===== config.mk =====
export PLATFORM = sky130hd
export DESIGN_NAME = grid_dda_column_raycaster
export DESIGN_NICKNAME = d
export VERILOG_FILES = /design/src/design/rc_pkg.sv /design/src/design/rc_div.sv /design/src/design/rc_ctrl.sv /design/src/design/rc_datapath.sv /design/src/design/grid_dda_column_raycaster.sv
export SDC_FILE = /design/constraint.sdc
export NUM_CORES = 2
export LEC_CHECK = 0
export BUFFER_PORTS_ARGS = -buffer_cell sky130_fd_sc_hd__buf_2
export CORE_MARGIN = 10
export CORE_UTILIZATION = 37
export CTS_BUF_LIST = sky130_fd_sc_hd__clkbuf_2
export CTS_CLUSTER_SIZE = 14
export DETAILED_ROUTE_END_ITERATION = 6
export PLACE_DENSITY = 0.55
export SYNTH_ARGS = -nofsm -noshare
export SYNTH_HDL_FRONTEND = slang
export SYNTH_SLANG_ARGS = --single-unit

===== constraint.sdc =====
create_clock -name clk -period 26.8 [get_ports clk]
set_input_delay 4.02 -clock clk [delete_from_list [all_inputs] [get_ports clk]]
set_output_delay 4.02 -clock clk [all_outputs]
set_load 0.01 [all_outputs]

===== src/design/rc_pkg.sv =====
package rc_pkg;

  localparam int MAP_DIM_DEF   = 16;
  localparam int POS_FRAC_DEF  = 12;

  localparam int CFG_W   = 16;
  localparam int IDX_W   = 3;
  localparam int COL_W   = 10;
  localparam int DIM_W   = 10;
  localparam int DIST_W  = 32;
  localparam int DN_W    = 40;
  localparam int CAM_W   = 27;
  localparam int RAY_W   = 30;
  localparam int CRD_W   = 12;
  localparam int LH_W    = 26;
  localparam int SLICE_W = 13;

  localparam logic [DIST_W-1:0] DIST_MAX = '1;

  localparam logic [IDX_W-1:0] REG_POS_X      = 3'd0;
  localparam logic [IDX_W-1:0] REG_POS_Y      = 3'd1;
  localparam logic [IDX_W-1:0] REG_DIR_X      = 3'd2;
  localparam logic [IDX_W-1:0] REG_DIR_Y      = 3'd3;
  localparam logic [IDX_W-1:0] REG_PLANE_X    = 3'd4;
  localparam logic [IDX_W-1:0] REG_PLANE_Y    = 3'd5;
  localparam logic [IDX_W-1:0] REG_SCR_WIDTH  = 3'd6;
  localparam logic [IDX_W-1:0] REG_SCR_HEIGHT = 3'd7;

  typedef enum logic [2:0] {
    DS_CAM  = 3'd0,
    DS_INVX = 3'd1,
    DS_INVY = 3'd2,
    DS_PERP = 3'd3,
    DS_LINE = 3'd4
  } div_sel_t;

  typedef struct packed {
    logic     clr_wr;
    logic     item_load;
    logic     cell_wr;
    logic     div_start;
    div_sel_t div_sel;
    logic     mul_x;
    logic     mul_y;
    logic     side_x;
    logic     side_y;
    logic     walk_step;
    logic     walk_end;
    logic     out_load;
  } cmd_t;

  typedef struct packed {
    logic clr_last;
    logic div_done;
    logic walk_out;
    logic walk_wall;
    logic out_busy;
  } stat_t;

  function automatic logic [23:0] wall_rgb(input logic [2:0] t);
    logic [23:0] c;
    unique case (t)
      3'd0: c = {8'd0,   8'd0,   8'd0};
      3'd1: c = {8'd255, 8'd0,   8'd0};
      3'd2: c = {8'd0,   8'd255, 8'd0};
      3'd3: c = {8'd0,   8'd0,   8'd255};
      3'd4: c = {8'd255, 8'd255, 8'd255};
      3'd5: c = {8'd255, 8'd165, 8'd0};
      3'd6: c = {8'd128, 8'd0,   8'd128};
      3'd7: c = {8'd255, 8'd192, 8'd203};
      default: c = '0;
    endcase
    return c;
  endfunction

endpackage


===== src/design/rc_div.sv =====
module rc_div
  import rc_pkg::*;
(
  input  logic              clk,
  input  logic              rst,
  input  logic              start,
  input  logic [DN_W-1:0]   num,
  input  logic [DIST_W-1:0] den,
  output logic              done,
  output logic [DN_W-1:0]   quot
);

  localparam int CNT_W = $clog2(DN_W + 1);

  logic [CNT_W-1:0]  cnt;
  logic              busy;
  logic [DIST_W-1:0] rem;
  logic [DIST_W-1:0] dvs;
  logic [DIST_W:0]   trial;
  logic [DIST_W:0]   diff;

  // restoring division, one quotient bit per cycle
  assign trial = {rem, quot[DN_W-1]};
  assign diff  = trial - {1'b0, dvs};

  always_ff @(posedge clk) begin
    if (rst) begin
      busy <= 1'b0;
      cnt  <= '0;
      done <= 1'b0;
    end else begin
      done <= 1'b0;
      if (start) begin
        busy <= 1'b1;
        cnt  <= CNT_W'(DN_W);
      end else if (busy) begin
        cnt <= cnt - 1'b1;
        if (cnt == CNT_W'(1)) begin
          busy <= 1'b0;
          done <= 1'b1;
        end
      end
    end
  end

  always_ff @(posedge clk) begin
    if (start) begin
      rem  <= '0;
      dvs  <= den;
      quot <= num;
    end else if (busy) begin
      if (!diff[DIST_W]) begin
        rem  <= diff[DIST_W-1:0];
        quot <= {quot[DN_W-2:0], 1'b1};
      end else begin
        rem  <= trial[DIST_W-1:0];
        quot <= {quot[DN_W-2:0], 1'b0};
      end
    end
  end

endmodule


===== src/design/rc_ctrl.sv =====
module rc_ctrl
  import rc_pkg::*;
(
  input  logic  clk,
  input  logic  rst,
  input  logic  in_valid,
  input  logic  opcode,
  output logic  in_ready,
  input  stat_t st,
  output cmd_t  cmd
);

  typedef enum logic [14:0] {
    S_CLR    = 15'b000000000000001,
    S_IDLE   = 15'b000000000000010,
    S_CAM    = 15'b000000000000100,
    S_MULX   = 15'b000000000001000,
    S_MULY   = 15'b000000000010000,
    S_INVX   = 15'b000000000100000,
    S_INVY   = 15'b000000001000000,
    S_SIDEX  = 15'b000000010000000,
    S_SIDEY  = 15'b000000100000000,
    S_STEP   = 15'b000001000000000,
    S_CHECK  = 15'b000010000000000,
    S_PERP   = 15'b000100000000000,
    S_LSTART = 15'b001000000000000,
    S_LINE   = 15'b010000000000000,
    S_DONE   = 15'b100000000000000
  } state_t;

  state_t state, state_next;

  assign in_ready = (state == S_IDLE);

  always_ff @(posedge clk) begin
    if (rst) state <= S_CLR;
    else     state <= state_next;
  end

  always_comb begin
    state_next = state;
    cmd        = '0;
    cmd.div_sel = DS_CAM;
    unique case (state)
      S_CLR: begin
        cmd.clr_wr = 1'b1;
        if (st.clr_last) state_next = S_IDLE;
      end
      S_IDLE: begin
        if (in_valid) begin
          if (opcode) begin
            cmd.item_load = 1'b1;
            cmd.div_start = 1'b1;
            cmd.div_sel   = DS_CAM;
            state_next    = S_CAM;
          end else begin
            cmd.cell_wr = 1'b1;
          end
        end
      end
      S_CAM: if (st.div_done) state_next = S_MULX;
      S_MULX: begin
        cmd.mul_x  = 1'b1;
        state_next = S_MULY;
      end
      S_MULY: begin
        cmd.mul_y     = 1'b1;
        cmd.div_start = 1'b1;
        cmd.div_sel   = DS_INVX;
        state_next    = S_INVX;
      end
      S_INVX: begin
        if (st.div_done) begin
          cmd.div_start = 1'b1;
          cmd.div_sel   = DS_INVY;
          state_next    = S_INVY;
        end
      end
      S_INVY: if (st.div_done) state_next = S_SIDEX;
      S_SIDEX: begin
        cmd.side_x = 1'b1;
        state_next = S_SIDEY;
      end
      S_SIDEY: begin
        cmd.side_y = 1'b1;
        state_next = S_STEP;
      end
      S_STEP: begin
        cmd.walk_step = 1'b1;
        state_next    = S_CHECK;
      end
      S_CHECK: begin
        if (st.walk_out) begin
          cmd.walk_end = 1'b1;
          state_next   = S_DONE;
        end else if (st.walk_wall) begin
          cmd.walk_end  = 1'b1;
          cmd.div_start = 1'b1;
          cmd.div_sel   = DS_PERP;
          state_next    = S_PERP;
        end else begin
          state_next = S_STEP;
        end
      end
      S_PERP: if (st.div_done) state_next = S_LSTART;
      S_LSTART: begin
        cmd.div_start = 1'b1;
        cmd.div_sel   = DS_LINE;
        state_next    = S_LINE;
      end
      S_LINE: if (st.div_done) state_next = S_DONE;
      S_DONE: begin
        if (!st.out_busy) begin
          cmd.out_load = 1'b1;
          state_next   = S_IDLE;
        end
      end
      default: state_next = S_IDLE;
    endcase
  end

endmodule


===== src/design/rc_datapath.sv =====
module rc_datapath
  import rc_pkg::*;
#(
  parameter int MAP_DIM       = MAP_DIM_DEF,
  parameter int POS_FRAC_BITS = POS_FRAC_DEF
) (
  input  logic                      clk,
  input  logic                      rst,
  input  logic                      cfg_wr_en,
  input  logic [IDX_W-1:0]          cfg_index,
  input  logic [CFG_W-1:0]          cfg_data,
  input  logic [COL_W-1:0]          column,
  input  logic [3:0]                cell_x,
  input  logic [3:0]                cell_y,
  input  logic [2:0]                cell_value,
  input  cmd_t                      cmd,
  output stat_t                     st,
  output logic                      out_valid,
  input  logic                      out_ready,
  output logic [COL_W-1:0]          out_column,
  output logic                      wall_hit,
  output logic                      hit_side,
  output logic [2:0]                wall_type,
  output logic signed [SLICE_W-1:0] slice_start,
  output logic signed [SLICE_W-1:0] slice_end,
  output logic [7:0]                red,
  output logic [7:0]                green,
  output logic [7:0]                blue
);

  localparam int DEPTH  = MAP_DIM * MAP_DIM;
  localparam int AW     = $clog2(DEPTH);
  localparam int MAP_W  = $clog2(MAP_DIM);
  localparam int FRAC_W = POS_FRAC_BITS + 1;
  localparam int SP_W   = FRAC_W + DIST_W;
  localparam int EDGE_W = CRD_W + CFG_W + 1;

  // configuration registers
  logic [CFG_W-1:0]        pos_x, pos_y;
  logic signed [CFG_W-1:0] dir_x, dir_y, plane_x, plane_y;
  logic [DIM_W-1:0]        scr_w, scr_h;

  always_ff @(posedge clk) begin
    if (rst) begin
      pos_x   <= 16'd34816;
      pos_y   <= 16'd34816;
      dir_x   <= 16'sd16384;
      dir_y   <= 16'sd0;
      plane_x <= 16'sd0;
      plane_y <= 16'sd10813;
      scr_w   <= 10'd220;
      scr_h   <= 10'd100;
    end else if (cfg_wr_en) begin
      unique case (cfg_index)
        REG_POS_X:      pos_x   <= cfg_data;
        REG_POS_Y:      pos_y   <= cfg_data;
        REG_DIR_X:      dir_x   <= cfg_data;
        REG_DIR_Y:      dir_y   <= cfg_data;
        REG_PLANE_X:    plane_x <= cfg_data;
        REG_PLANE_Y:    plane_y <= cfg_data;
        REG_SCR_WIDTH:  scr_w   <= cfg_data[DIM_W-1:0];
        REG_SCR_HEIGHT: scr_h   <= cfg_data[DIM_W-1:0];
        default: ;
      endcase
    end
  end

  function automatic logic [RAY_W-1:0] mag(input logic signed [RAY_W-1:0] v);
    return v[RAY_W-1] ? RAY_W'(-v) : RAY_W'(v);
  endfunction

  function automatic logic signed [SLICE_W-1:0] clamp(input logic signed [LH_W+1:0] v);
    logic signed [SLICE_W-1:0] r;
    if (v < -(LH_W+2)'(4096))     r = -13'sd4096;
    else if (v > (LH_W+2)'(4095)) r = 13'sd4095;
    else                          r = v[SLICE_W-1:0];
    return r;
  endfunction

  // map store with clearing pass after reset
  logic [2:0]    mem [DEPTH];
  logic [AW-1:0] clr_addr;
  logic [2:0]    rd_data;
  logic          rd_en;
  logic [AW-1:0] rd_addr;
  logic          cell_ok;
  logic [AW-1:0] cell_addr;

  assign cell_ok   = cmd.cell_wr && ({5'b0, cell_x} < 9'(MAP_DIM)) &&
                     ({5'b0, cell_y} < 9'(MAP_DIM));
  assign cell_addr = AW'(cell_x) * AW'(MAP_DIM) + AW'(cell_y);
  assign st.clr_last = (clr_addr == AW'(DEPTH - 1));

  always_ff @(posedge clk) begin
    if (rst)              clr_addr <= '0;
    else if (cmd.clr_wr)  clr_addr <= clr_addr + 1'b1;
  end

  always_ff @(posedge clk) begin
    if (cmd.clr_wr)   mem[clr_addr]  <= '0;
    else if (cell_ok) mem[cell_addr] <= cell_value;
    if (rd_en)        rd_data <= mem[rd_addr];
  end

  // shared divider
  logic [DN_W-1:0]   div_num, div_q;
  logic [DIST_W-1:0] div_den;
  logic              div_done;
  div_sel_t          div_sel_q;

  logic [COL_W-1:0]         col_q;
  logic signed [CAM_W-1:0]  cam;
  logic signed [RAY_W-1:0]  ray_x, ray_y;
  logic [RAY_W-1:0]         rxm, rym;
  logic [DIST_W-1:0]        dx, dy, sdx, sdy, perp;
  logic signed [CRD_W-1:0]  mx, my;
  logic                     side, hit;
  logic [2:0]               wtype;
  logic [LH_W-1:0]          lh;
  logic [EDGE_W-1:0]        num_abs;
  logic signed [EDGE_W-1:0] edge_d;

  assign rxm = mag(ray_x);
  assign rym = mag(ray_y);

  always_comb begin
    if (!side)
      edge_d = (EDGE_W'(mx) + EDGE_W'(ray_x[RAY_W-1])) * EDGE_W'(2 ** POS_FRAC_BITS)
               - EDGE_W'(pos_x);
    else
      edge_d = (EDGE_W'(my) + EDGE_W'(ray_y[RAY_W-1])) * EDGE_W'(2 ** POS_FRAC_BITS)
               - EDGE_W'(pos_y);
    num_abs = edge_d[EDGE_W-1] ? EDGE_W'(-edge_d) : EDGE_W'(edge_d);
  end

  always_comb begin
    div_num = '0;
    div_den = '0;
    unique case (cmd.div_sel)
      DS_CAM: begin
        div_num = DN_W'({column, 15'b0});
        div_den = (scr_w == '0) ? DIST_W'(1) : DIST_W'(scr_w);
      end
      DS_INVX: begin
        div_num = DN_W'(1) << 30;
        div_den = DIST_W'(rxm);
      end
      DS_INVY: begin
        div_num = DN_W'(1) << 30;
        div_den = DIST_W'(rym);
      end
      DS_PERP: begin
        div_num = DN_W'(num_abs) << (30 - POS_FRAC_BITS);
        div_den = side ? DIST_W'(rym) : DIST_W'(rxm);
      end
      DS_LINE: begin
        div_num = DN_W'({scr_h, 16'b0});
        div_den = perp;
      end
      default: ;
    endcase
  end

  rc_div u_div (
    .clk   (clk),
    .rst   (rst),
    .start (cmd.div_start),
    .num   (div_num),
    .den   (div_den),
    .done  (div_done),
    .quot  (div_q)
  );

  assign st.div_done = div_done;

  // ray setup multiplier, shared between the axes
  logic signed [CFG_W-1:0]       mul_a;
  logic signed [CFG_W+CAM_W-1:0] prod;
  logic signed [CFG_W-1:0]       mul_dir;
  logic signed [RAY_W-1:0]       ray_new;

  assign mul_a   = cmd.mul_y ? plane_y : plane_x;
  assign mul_dir = cmd.mul_y ? dir_y : dir_x;
  assign prod    = (CFG_W+CAM_W)'(mul_a) * (CFG_W+CAM_W)'(cam);
  assign ray_new = RAY_W'(mul_dir) + RAY_W'(prod >>> 14);

  // first side distance multiplier
  logic [FRAC_W-1:0] frac;
  logic [SP_W-1:0]   sp_full;
  logic [DIST_W-1:0] sp_sat;

  always_comb begin
    logic [POS_FRAC_BITS-1:0] f;
    logic                     neg;
    logic [DIST_W-1:0]        d;
    if (cmd.side_y) begin
      f = pos_y[POS_FRAC_BITS-1:0]; neg = ray_y[RAY_W-1]; d = dy;
    end else begin
      f = pos_x[POS_FRAC_BITS-1:0]; neg = ray_x[RAY_W-1]; d = dx;
    end
    frac    = neg ? FRAC_W'(f) : (FRAC_W'(1) << POS_FRAC_BITS) - FRAC_W'(f);
    sp_full = (SP_W'(frac) * SP_W'(d)) >> POS_FRAC_BITS;
    sp_sat  = (|sp_full[SP_W-1:DIST_W]) ? DIST_MAX : sp_full[DIST_W-1:0];
  end

  // walk step
  logic                    x_step;
  logic signed [CRD_W-1:0] mx_next, my_next;
  logic [DIST_W:0]         sum_x, sum_y;
  logic                    nxt_in, cur_in;

  assign x_step  = sdx < sdy;
  assign sum_x   = {1'b0, sdx} + {1'b0, dx};
  assign sum_y   = {1'b0, sdy} + {1'b0, dy};
  assign mx_next = x_step ? (ray_x[RAY_W-1] ? mx - 1'b1 : mx + 1'b1) : mx;
  assign my_next = x_step ? my : (ray_y[RAY_W-1] ? my - 1'b1 : my + 1'b1);
  assign nxt_in  = !mx_next[CRD_W-1] && !my_next[CRD_W-1] &&
                   (mx_next < CRD_W'(MAP_DIM)) && (my_next < CRD_W'(MAP_DIM));
  assign cur_in  = !mx[CRD_W-1] && !my[CRD_W-1] &&
                   (mx < CRD_W'(MAP_DIM)) && (my < CRD_W'(MAP_DIM));
  assign rd_en   = cmd.walk_step && nxt_in;
  assign rd_addr = AW'(mx_next[MAP_W-1:0]) * AW'(MAP_DIM) + AW'(my_next[MAP_W-1:0]);

  assign st.walk_out  = !cur_in;
  assign st.walk_wall = (rd_data != 3'd0);

  always_ff @(posedge clk) begin
    if (cmd.item_load) begin
      col_q <= column;
      mx    <= CRD_W'(pos_x >> POS_FRAC_BITS);
      my    <= CRD_W'(pos_y >> POS_FRAC_BITS);
      side  <= 1'b0;
    end
    if (cmd.div_start) div_sel_q <= cmd.div_sel;
    if (div_done) begin
      unique case (div_sel_q)
        DS_CAM:  cam <= $signed({1'b0, div_q[CAM_W-2:0]}) - CAM_W'(16384);
        DS_INVX: dx  <= (rxm == '0) ? DIST_MAX : div_q[DIST_W-1:0];
        DS_INVY: dy  <= (rym == '0) ? DIST_MAX : div_q[DIST_W-1:0];
        DS_PERP: begin
          if (((side ? rym : rxm) == '0) || (|div_q[DN_W-1:DIST_W])) perp <= DIST_MAX;
          else if (div_q[DIST_W-1:0] == '0) perp <= DIST_W'(1);
          else perp <= div_q[DIST_W-1:0];
        end
        DS_LINE: lh <= div_q[LH_W-1:0];
        default: ;
      endcase
    end
    if (cmd.mul_x) ray_x <= ray_new;
    if (cmd.mul_y) ray_y <= ray_new;
    if (cmd.side_x) sdx <= sp_sat;
    if (cmd.side_y) sdy <= sp_sat;
    if (cmd.walk_step) begin
      mx   <= mx_next;
      my   <= my_next;
      side <= !x_step;
      if (x_step) sdx <= sum_x[DIST_W] ? DIST_MAX : sum_x[DIST_W-1:0];
      else        sdy <= sum_y[DIST_W] ? DIST_MAX : sum_y[DIST_W-1:0];
    end
    if (cmd.walk_end) begin
      hit   <= cur_in;
      wtype <= rd_data;
    end
  end

  // result register
  logic [23:0]              rgb;
  logic signed [LH_W+1:0]   half_h, half_lh;

  assign rgb     = wall_rgb(wtype);
  assign half_h  = (LH_W+2)'(scr_h[DIM_W-1:1]);
  assign half_lh = (LH_W+2)'(lh[LH_W-1:1]);
  assign st.out_busy = out_valid && !out_ready;

  always_ff @(posedge clk) begin
    if (rst)               out_valid <= 1'b0;
    else if (cmd.out_load) out_valid <= 1'b1;
    else if (out_ready)    out_valid <= 1'b0;
  end

  always_ff @(posedge clk) begin
    if (cmd.out_load) begin
      out_column <= col_q;
      wall_hit   <= hit;
      if (hit) begin
        hit_side    <= side;
        wall_type   <= wtype;
        slice_start <= clamp(half_h - half_lh);
        slice_end   <= clamp(half_h + half_lh);
        red         <= side ? {1'b0, rgb[23:17]} : rgb[23:16];
        green       <= side ? {1'b0, rgb[15:9]}  : rgb[15:8];
        blue        <= side ? {1'b0, rgb[7:1]}   : rgb[7:0];
      end else begin
        hit_side    <= 1'b0;
        wall_type   <= 3'd0;
        slice_start <= '0;
        slice_end   <= '0;
        red         <= 8'd0;
        green       <= 8'd0;
        blue        <= 8'd0;
      end
    end
  end

endmodule


===== src/design/grid_dda_column_raycaster.sv =====
// Column ray caster over a MAP_DIM x MAP_DIM map of wall types. An opcode 0
// transaction writes one map cell (cells outside the map are ignored) and is
// taken with no result, leaving the controller idle; an opcode 1 transaction
// casts the ray of one screen column and returns one result. A cast runs one
// item at a time. A cast that hits a wall runs five divisions, one that leaves
// the map three: up to five divisions (camera x, the two inverse ray
// components, the perpendicular distance and the slice height) share one
// divider that yields one quotient bit per cycle over 40 bits, and each map
// step of the ray reads the map store and then tests the cell. A result
// waiting in the output register does not stop the next transaction from
// being taken; a later cast that finishes while it still waits holds in_ready
// low until it is taken. After reset the map store is cleared one cell per
// cycle over all MAP_DIM * MAP_DIM cells, during which in_ready stays low;
// configuration writes are taken at any time but belong only to idle periods.
module grid_dda_column_raycaster
  import rc_pkg::*;
#(
  parameter int MAP_DIM       = MAP_DIM_DEF,
  parameter int POS_FRAC_BITS = POS_FRAC_DEF
) (
  input  logic                      clk,
  input  logic                      rst,
  input  logic                      cfg_wr_en,
  input  logic [IDX_W-1:0]          cfg_index,
  input  logic [CFG_W-1:0]          cfg_data,
  input  logic                      in_valid,
  output logic                      in_ready,
  input  logic                      opcode,
  input  logic [COL_W-1:0]          column,
  input  logic [3:0]                cell_x,
  input  logic [3:0]                cell_y,
  input  logic [2:0]                cell_value,
  output logic                      out_valid,
  input  logic                      out_ready,
  output logic [COL_W-1:0]          out_column,
  output logic                      wall_hit,
  output logic                      hit_side,
  output logic [2:0]                wall_type,
  output logic signed [SLICE_W-1:0] slice_start,
  output logic signed [SLICE_W-1:0] slice_end,
  output logic [7:0]                red,
  output logic [7:0]                green,
  output logic [7:0]                blue
);

  cmd_t  cmd;
  stat_t st;

  rc_ctrl u_ctrl (
    .clk      (clk),
    .rst      (rst),
    .in_valid (in_valid),
    .opcode   (opcode),
    .in_ready (in_ready),
    .st       (st),
    .cmd      (cmd)
  );

  rc_datapath #(
    .MAP_DIM       (MAP_DIM),
    .POS_FRAC_BITS (POS_FRAC_BITS)
  ) u_dp (
    .clk         (clk),
    .rst         (rst),
    .cfg_wr_en   (cfg_wr_en),
    .cfg_index   (cfg_index),
    .cfg_data    (cfg_data),
    .column      (column),
    .cell_x      (cell_x),
    .cell_y      (cell_y),
    .cell_value  (cell_value),
    .cmd         (cmd),
    .st          (st),
    .out_valid   (out_valid),
    .out_ready   (out_ready),
    .out_column  (out_column),
    .wall_hit    (wall_hit),
    .hit_side    (hit_side),
    .wall_type   (wall_type),
    .slice_start (slice_start),
    .slice_end   (slice_end),
    .red         (red),
    .green       (green),
    .blue        (blue)
  );

endmodule

## After elaboration in Yosys (flattened, before gate mapping)

Memory sizes are Yosys's and may differ from the RTL's. A register that Yosys moved wholly into a read port is not among the register bits.
Cells that the tools add are included.

- Reductions and logical operators: 50
- Add/sub/neg operators: 23
- Bitwise gates (word level): 2
- Equal/unequal tests: 41
- Multiplexer cells: 95
- Multiply operators: 2
- Order comparisons: 9

Operators by type and width:

| operator | number |
|---|---|
| $mux W32 | 12 |
| $pmux W15 S15 | 1 |
| $pmux W32 S5 | 1 |
| $pmux W40 S4 | 1 |
| $mux W15 | 10 |
| $mux W12 | 10 |
| $mux W30 | 4 |
| $logic_not A30 Y1 | 3 |
| $mux W40 | 2 |
| $add A32 B32 Y33 | 2 |
| $mux W13 | 5 |
| $neg A30 Y30 | 2 |
| $sub A29 B16 Y29 | 2 |
| $gt A28 B13 Y1 const B | 2 |
| $lt A28 B13 Y1 const B | 2 |
| $lt A12 B6 Y1 const B | 4 |
| $mul A13 B32 Y45 | 1 |
| $mul A16 B27 Y43 | 1 |
| $sub A33 B32 Y33 | 1 |
| $logic_not A32 Y1 | 1 |
| $lt A32 B32 Y1 | 1 |
| $mux W16 | 2 |
| $add A16 B29 Y30 | 1 |
| $mux W1 | 29 |
| other kinds (56) | 122 |

- Flip-flop bits (word level): 632
- Output and inout port bits: 67
- Bits in writable memories: 768
- Memory bits (read-only): 192
- Memories: 2
- Logic and storage cells: 273
- Input port bits: 46

Memory list:

| name | words | width | read ports | clocked after Yosys merged registers in | write ports | RTL line | RTL |
|---|---|---|---|---|---|---|---|
| u_dp.mem | 256 | 3 | 1 | 1 | 1 | rc_datapath.sv:81 | `logic [2:0] mem [DEPTH];` |
| (no name shown) | 8 | 24 | 1 | 1 | 0 | rc_pkg.sv:62 | `unique case (t)` |

## Logic depth before layout (Yosys ltp)

- Word-level depth: 10
- Mapped depth: 45
- Mapped depth without buffers: 43

## By module

Synthesis repeated with hierarchy kept, for this count alone.

- Cells, all modules: 9836
- Area, all modules: 100936.8 um^2

By module, submodules not included:

| module | cells each | area an instance (um^2) | times used | sequential area each (um^2) |
|---|---|---|---|---|
| rc_datapath | 9100 | 93647.3 | 1 | 36304.8 |
| rc_div | 613 | 6294.8 | 1 | 2962.8 |
| rc_ctrl | 123 | 994.7 | 1 | 300.3 |

## Worst setup path before layout

Ideal clock, no wire load.

- Path type: register -> register
- Start point: reg u_ctrl.state[0]
- End point: reg u_dp.ray_x[27], data pin
- Setup slack: 16.495 ns
- Required time: 26.525 ns
- Stages on the path, launching flop included: 41
- Buffers on the path: 3
- Arrival: 10.030 ns
- Clock period less this slack: 10.305 ns
- Setup time: 0.275 ns
- Cell sequence: dfxtp_1 > nor3_2 > nand4_1 > clkbuf_1 > nor2_1 > clkbuf_1 > nand2_1 > nand2_1 > clkbuf_1 > nand2_1 > fa_1 > inv_1 > fa_1 > inv_1 > fa_1 > fa_1 > fa_1 > fa_1 > [5 not listed] > o31ai_1 > o21ai_0 > or3b_2 > a21boi_0 > o21a_1 > nor2_1 > ha_1 > a21o_1 > a21o_1 > a2111oi_0 > o211a_1 > nor2_1 > a221o_1 > or4_1 > nand3_1 > nand3_1 > o41ai_1 > xnor2_1

- Cells in the longest elaborated chain, start to end: 5
- Elaborated cells between the ends (all ways): 6
- Those cells by class: add/sub: 1; mul: 1; eq/ne: 1; mux: 3

RTL lines:

| item | RTL line | RTL |
|---|---|---|
| start: declaration | rc_ctrl.sv:31 | `state_t state, state_next;` |
| start signal: assignment | rc_ctrl.sv:37 | `else state <= state_next;` |
| $eq A15 B5 Y1 * | rc_ctrl.sv:44 | `unique case (state)` |
| $mux W1 * | rc_ctrl.sv:44 |  |
| $mux W16 | rc_datapath.sv:182 | `assign mul_a = cmd.mul_y ? plane_y : plane_x;` |
| $mul A16 B27 Y43 | rc_datapath.sv:184 | `assign prod = (CFG_W+CAM_W)'(mul_a) * (CFG_W+CAM_W)'(cam);` |
| $add A16 B29 Y30 * | rc_datapath.sv:185 | `assign ray_new = RAY_W'(mul_dir) + RAY_W'(prod >>> 14);` |
| net u_dp.ray_new[27] | rc_datapath.sv:180 | `logic signed [RAY_W-1:0] ray_new;` |
| end signal: assignment | rc_datapath.sv:249 | `if (cmd.mul_x) ray_x <= ray_new;` |
| end: declaration | rc_datapath.sv:113 | `logic signed [RAY_W-1:0] ray_x, ray_y;` |

Mark *: on every way through the listed nets, which the timed path passes. The rest lies on a longest branch.
A chain may end at the register's enable or synchronous reset.

## Final worst setup path

- Start point: reg u_ctrl.state[6]
- End point: reg u_dp.ray_y[29], data pin

- Cells in the longest elaborated chain, start to end: 5
- Elaborated cells between the ends (all ways): 6
- Those cells by class: add/sub: 1; mul: 1; eq/ne: 1; mux: 3

RTL lines:

| item | RTL line | RTL |
|---|---|---|
| $eq A15 B5 Y1 * | rc_ctrl.sv:44 |  |
| $mux W1 * | rc_ctrl.sv:44 |  |
| $mux W16 | rc_datapath.sv:182 |  |
| $mul A16 B27 Y43 | rc_datapath.sv:184 |  |
| $add A16 B29 Y30 * | rc_datapath.sv:185 |  |
| net u_dp.ray_new[29] | rc_datapath.sv:180 |  |
| end signal: assignment | rc_datapath.sv:250 | `if (cmd.mul_y) ray_y <= ray_new;` |
| end: declaration | rc_datapath.sv:113 |  |

Marked as above.

==> results <==
- The setup violation total in the final timing report is 0.
- By startpoint and endpoint, the worst setup path is classified as reg -> reg.
- The starting density of the core is 0.371.
- The worst stage delay on the critical path is 1.10 ns.
- The smallest clock period supported by the final layout is computed as 12.86 ns.
- The layout filler cell count is 25500.
- TritonCTS built the clock tree.
- Counting stages on the worst path, the most repeated cell is sky130_fd_sc_hd__fa_1.
- Measured against its own limit, the worst slew margin works out to 0.120.
- Cell internal power was estimated by the tool at 3.44 mW.
- The die covers 0.281 mm^2.
- Of the total power, the clock network draws 0.283.
- The library cell used as clock root buffer is sky130_fd_sc_hd__clkbuf_2.
- The area fraction of the dominant cell type after synthesis is 0.359.
- In the final layout, the share of cells above drive strength 1 is 0.0994.
- The area growth from synthesis to layout is 7.97%.
- The slowest stage of the critical path belongs to the cell sky130_fd_sc_hd__nand4_1.
- After global routing the overflow that remains totals 0.
- The quantity of I/O buffers inserted on ports is 112.
- In this run the critical register-to-register path is captured at u_dp.ray_y[29]$_DFFE_PP_.
- The weighted congestion reported at the end of routability-driven placement is 0.912.
- The achievable clock frequency is 0.0778 GHz.
- The number of buffers created by CTS is 366.
- The path with the worst hold slack has its endpoint at u_dp.out_column[3]$_DFFE_PP_.
- The global-route wire length before repair is 477000 um.
- The worst setup path is launched from a flip-flop.
- At the placement stage, the worst setup path has a slack of 14.08 ns.
- The max-slew violation count is 0.
- Of the available clock period, the critical path in the final layout requires 0.480.
- The mean instance size in the synthesized netlist is 10.3 um^2.
- The final worst-path setup slack is 13.94 ns.
- The warning count from the yosys run is 0.
- Of the total power, the share spent switching nets is 0.349.
- The startpoint of the tightest hold check path is u_dp.col_q[3]$_DFFE_PP_.
- In the final routed layout, each cell accounts on average for 24.1 um.
- The share of async-settable or async-resettable flops after synthesis is 0.
- The power dissipated by switching net loads is 1.84 mW.
- The I/O pin total is 113.
- The final reports fail on design-rule violations.
- The run finished, with violations left.
- Data on the critical path arrives at its endpoint at 14.29 ns.
- VDD sags by at most 36.9 uV.
- For this run, the share of the core covered by cells in the final layout is 0.401.
- In the post-synthesis netlist, the cell with the most instances is sky130_fd_sc_hd__nand2_1.
- After floorplanning, the core was sized to cover 0.259 mm^2.
- The overall routing resource usage is 0.221.
- The hold buffer count at cts is 0.
- Overall power consumption after layout is estimated at 5.28 mW.
- The number of rows created at floorplan is 187.
- The hold violation total from the final report is 0.
- The number of global-route vias before repair came to 75600.
- The detailed placer's ending HPWL is 224000 um.
- The initial DRC count is 7789.
- The count of clock tree sinks is 1402.
- Clock-pin slew was measured on the worst setup and hold paths at 0.12 ns.
- The synthesized design contains 1402 register bits.
- In the synthesized netlist the dominant register cell turns out to be sky130_fd_sc_hd__edfxtp_1.
- From bottom edge to top edge, the die measures 530 um.
- At the pin with the least slew margin, the transition time is 1.32 ns.
- In the synthesized netlist, the number of instances is 9380.
- The share of power burned in registers is 0.462.
- The largest total area in the synthesized netlist belongs to sky130_fd_sc_hd__edfxtp_1.
- The pin count of the biggest net entering global routing is 204.
- The number of antenna violations at the first check in global routing is 37.
- Along the worst hold path, the cell count comes to 0.
- The mapped cell area is 0.0962 mm^2.
- The total power divided by cell area is 50.9 mW/mm^2.
- The number of distinct library cells after synthesis is 99.
- The sequential element share of the synthesized area is 0.411.
- The post-synth net total is 10600.
- The minimum setup slack among reg-to-reg paths is 13.94 ns.
- Post-CTS repair changed the size of 0 cells.
- Counting instances in the post-synthesis netlist gives the leading cell types as sky130_fd_sc_hd__nand2_1, sky130_fd_sc_hd__edfxtp_1, sky130_fd_sc_hd__inv_1, sky130_fd_sc_hd__nor2_1, sky130_fd_sc_hd__fa_1.
- Once layout is complete, the cells apart from fillers number 13200.
- Across the run, the number of max-cap violations was 0.
- The required time at the worst-slack endpoint is 28.23 ns.
- The longest clock path from root to sink contains 4 buffers.
- The wire length reported by the detailed router is 318000 um.
- Setup repair after global routing left no endpoint under its margin.
- The startpoint identified for the worst register-to-register timing path is u_ctrl.state[6]$_SDFFE_PP0P_.
- The kind of path behind the tightest hold check is reg -> reg.
- The count of flip-flops with a built-in enable after synthesis is 1149.
- Of the total power, combinational logic draws 0.255.
- The clock tree synthesis step divided the H-tree into 5 levels.
- The reported leakage power is 40.8 nW.
- After clock tree synthesis, the setup repair step added 0 buffers.
- The number of cells in the design after placement is 12600.
- The clock skew is 0.215 ns.
- The count of nets left with antenna violations once routing finished came out at 0.
- After synthesis, the cell types taking the most area are sky130_fd_sc_hd__edfxtp_1, sky130_fd_sc_hd__fa_1, sky130_fd_sc_hd__ha_1.
- The net count of the finished layout is 10700.
- The final routed DRC violation total is 9.
- For this run, the detailed router's first-pass iteration total came to 7.
- The number of vias per cell after detailed routing is 5.65.
- The number of cells on the worst reg-to-reg path is 36.
- The worst setup path is captured at a flip-flop.
- The die is 530 um wide.
- The critical-path maximum fanout is 41.
- The later-pin clock latency in the skew report is 1.72 ns.
- After routing, the total negative slack on setup checks comes to 0 ns.
- The via count is 74700.
-- how the worst max path moves through the flow --
stage,start,end
finish,u_ctrl.state[6]$_SDFFE_PP0P_,u_dp.ray_y[29]$_DFFE_PP_
detailed placement,u_ctrl.state[0]$_SDFFE_PP1P_,u_dp.ray_x[27]$_DFFE_PP_
global route,u_ctrl.state[6]$_SDFFE_PP0P_,u_dp.ray_y[27]$_DFFE_PP_
floorplan,u_ctrl.state[0]$_SDFFE_PP1P_,u_dp.ray_x[27]$_DFFE_PP_
CTS,u_ctrl.state[6]$_SDFFE_PP0P_,u_dp.ray_x[27]$_DFFE_PP_
global placement,u_ctrl.state[0]$_SDFFE_PP1P_,u_dp.ray_x[27]$_DFFE_PP_
-- registers in the layout (all words and copies together) (netlist names), 15 cells and up --
name / cells
u_dp.dy: 32
u_dp.sdy: 32
u_dp.cam: 27
u_dp.plane_x: 16
u_dp.ray_x: 30
u_dp.u_div.quot: 40
u_dp.pos_x: 16
u_dp.plane_y: 16
u_dp.dir_x: 16
u_dp.perp: 32
u_dp.pos_y: 16
u_dp.mem: 768
u_ctrl.state: 15
u_dp.dir_y: 16
u_dp.dx: 32
u_dp.u_div.dvs: 32
u_dp.ray_y: 30
u_dp.lh: 25
u_dp.sdx: 32
u_dp.u_div.rem: 32
-- stage by stage --
stage	cell area, um^2	hold slack (ns)
after floorplan	96200	0.400
after global placement	101000	0.401
after detailed placement	101000	0.405
after CTS	104000	0.346
after global routing	104000	0.390
final	104000	0.386
-- critical path, delay by kind of cell, from the launching register on --
kind / cells / cell delay [ns]
and+or+nand+nor: 15 / 5.05
DFF: 1 / 0.39
adders and majority gates: 8 / 3.61
AOI/OAI and AO/OA: 10 / 3.02
buffers and inverters: 3 / 0.43
-- power groups by stage --
stage          Sequential, mW  Clock [mW]  Combinational, mW
4_1_cts                  2.44        1.53               1.35
6_report                 2.44        1.50               1.35
5_1_grt                  2.45        1.64               1.49
2_1_floorplan            2.47           0              0.936
3_3_place_gp             2.49           0               1.33
3_5_place_dp             2.49           0               1.34
-- cells by family (layout without fill, tap and decap cells) --
group	after synthesis	in the layout	synth area share
xor+xnor	357	357	0.0325
flops	1402	1402	0.411
mux	98	98	0.0104
compound gates	1766	1766	0.129
buf+inv	1477	1895	0.0591
fa+ha+maj	1162	1162	0.210
simple gates	3117	3117	0.147
other cells	1	20	0.0000390
-- cells in the final DEF, fill, tap and decap left out, drive strengths merged, types with 90 or more instances in the layout --
master and instances:
nand2 1276, edfxtp 1149, inv 1007, nor2 850
fa 752, clkbuf 522, a21oi 442, ha 410
buf 268, dfxtp 253, o21ai 240, xnor2 215
a222oi 172, a221oi 167, and2 163, xor2 142
nand2b 135, nand3 123, a21o 105, nor3 93
a22oi 90, clkinv 90
-- cell type report --
| class | instances | area, um^2 | share of cell area |
|---|---|---|---|
| tap | 3402 | 4260 | 0.0410 |
| timing repair buffer | 268 | 1760 | 0.0170 |
| multi-input combinational | 6501 | 51300 | 0.494 |
| clock buffer | 522 | 2610 | 0.0252 |
| sequential | 1402 | 39600 | 0.381 |
| inverter | 1002 | 3760 | 0.0362 |
| antenna | 19 | 47.5 | 0.000458 |
| clock inverter | 103 | 539 | 0.00519 |
-- per-layer routing --
layer / track usage / share of wire
met2: 0.362 / 0.47
met3: 0.0364 / 0.077
met5: 0 / 0.00030
met1: 0.287 / 0.41
met4: 0.103 / 0.049
No activity file was read; power rests on OpenSTA's default activity.
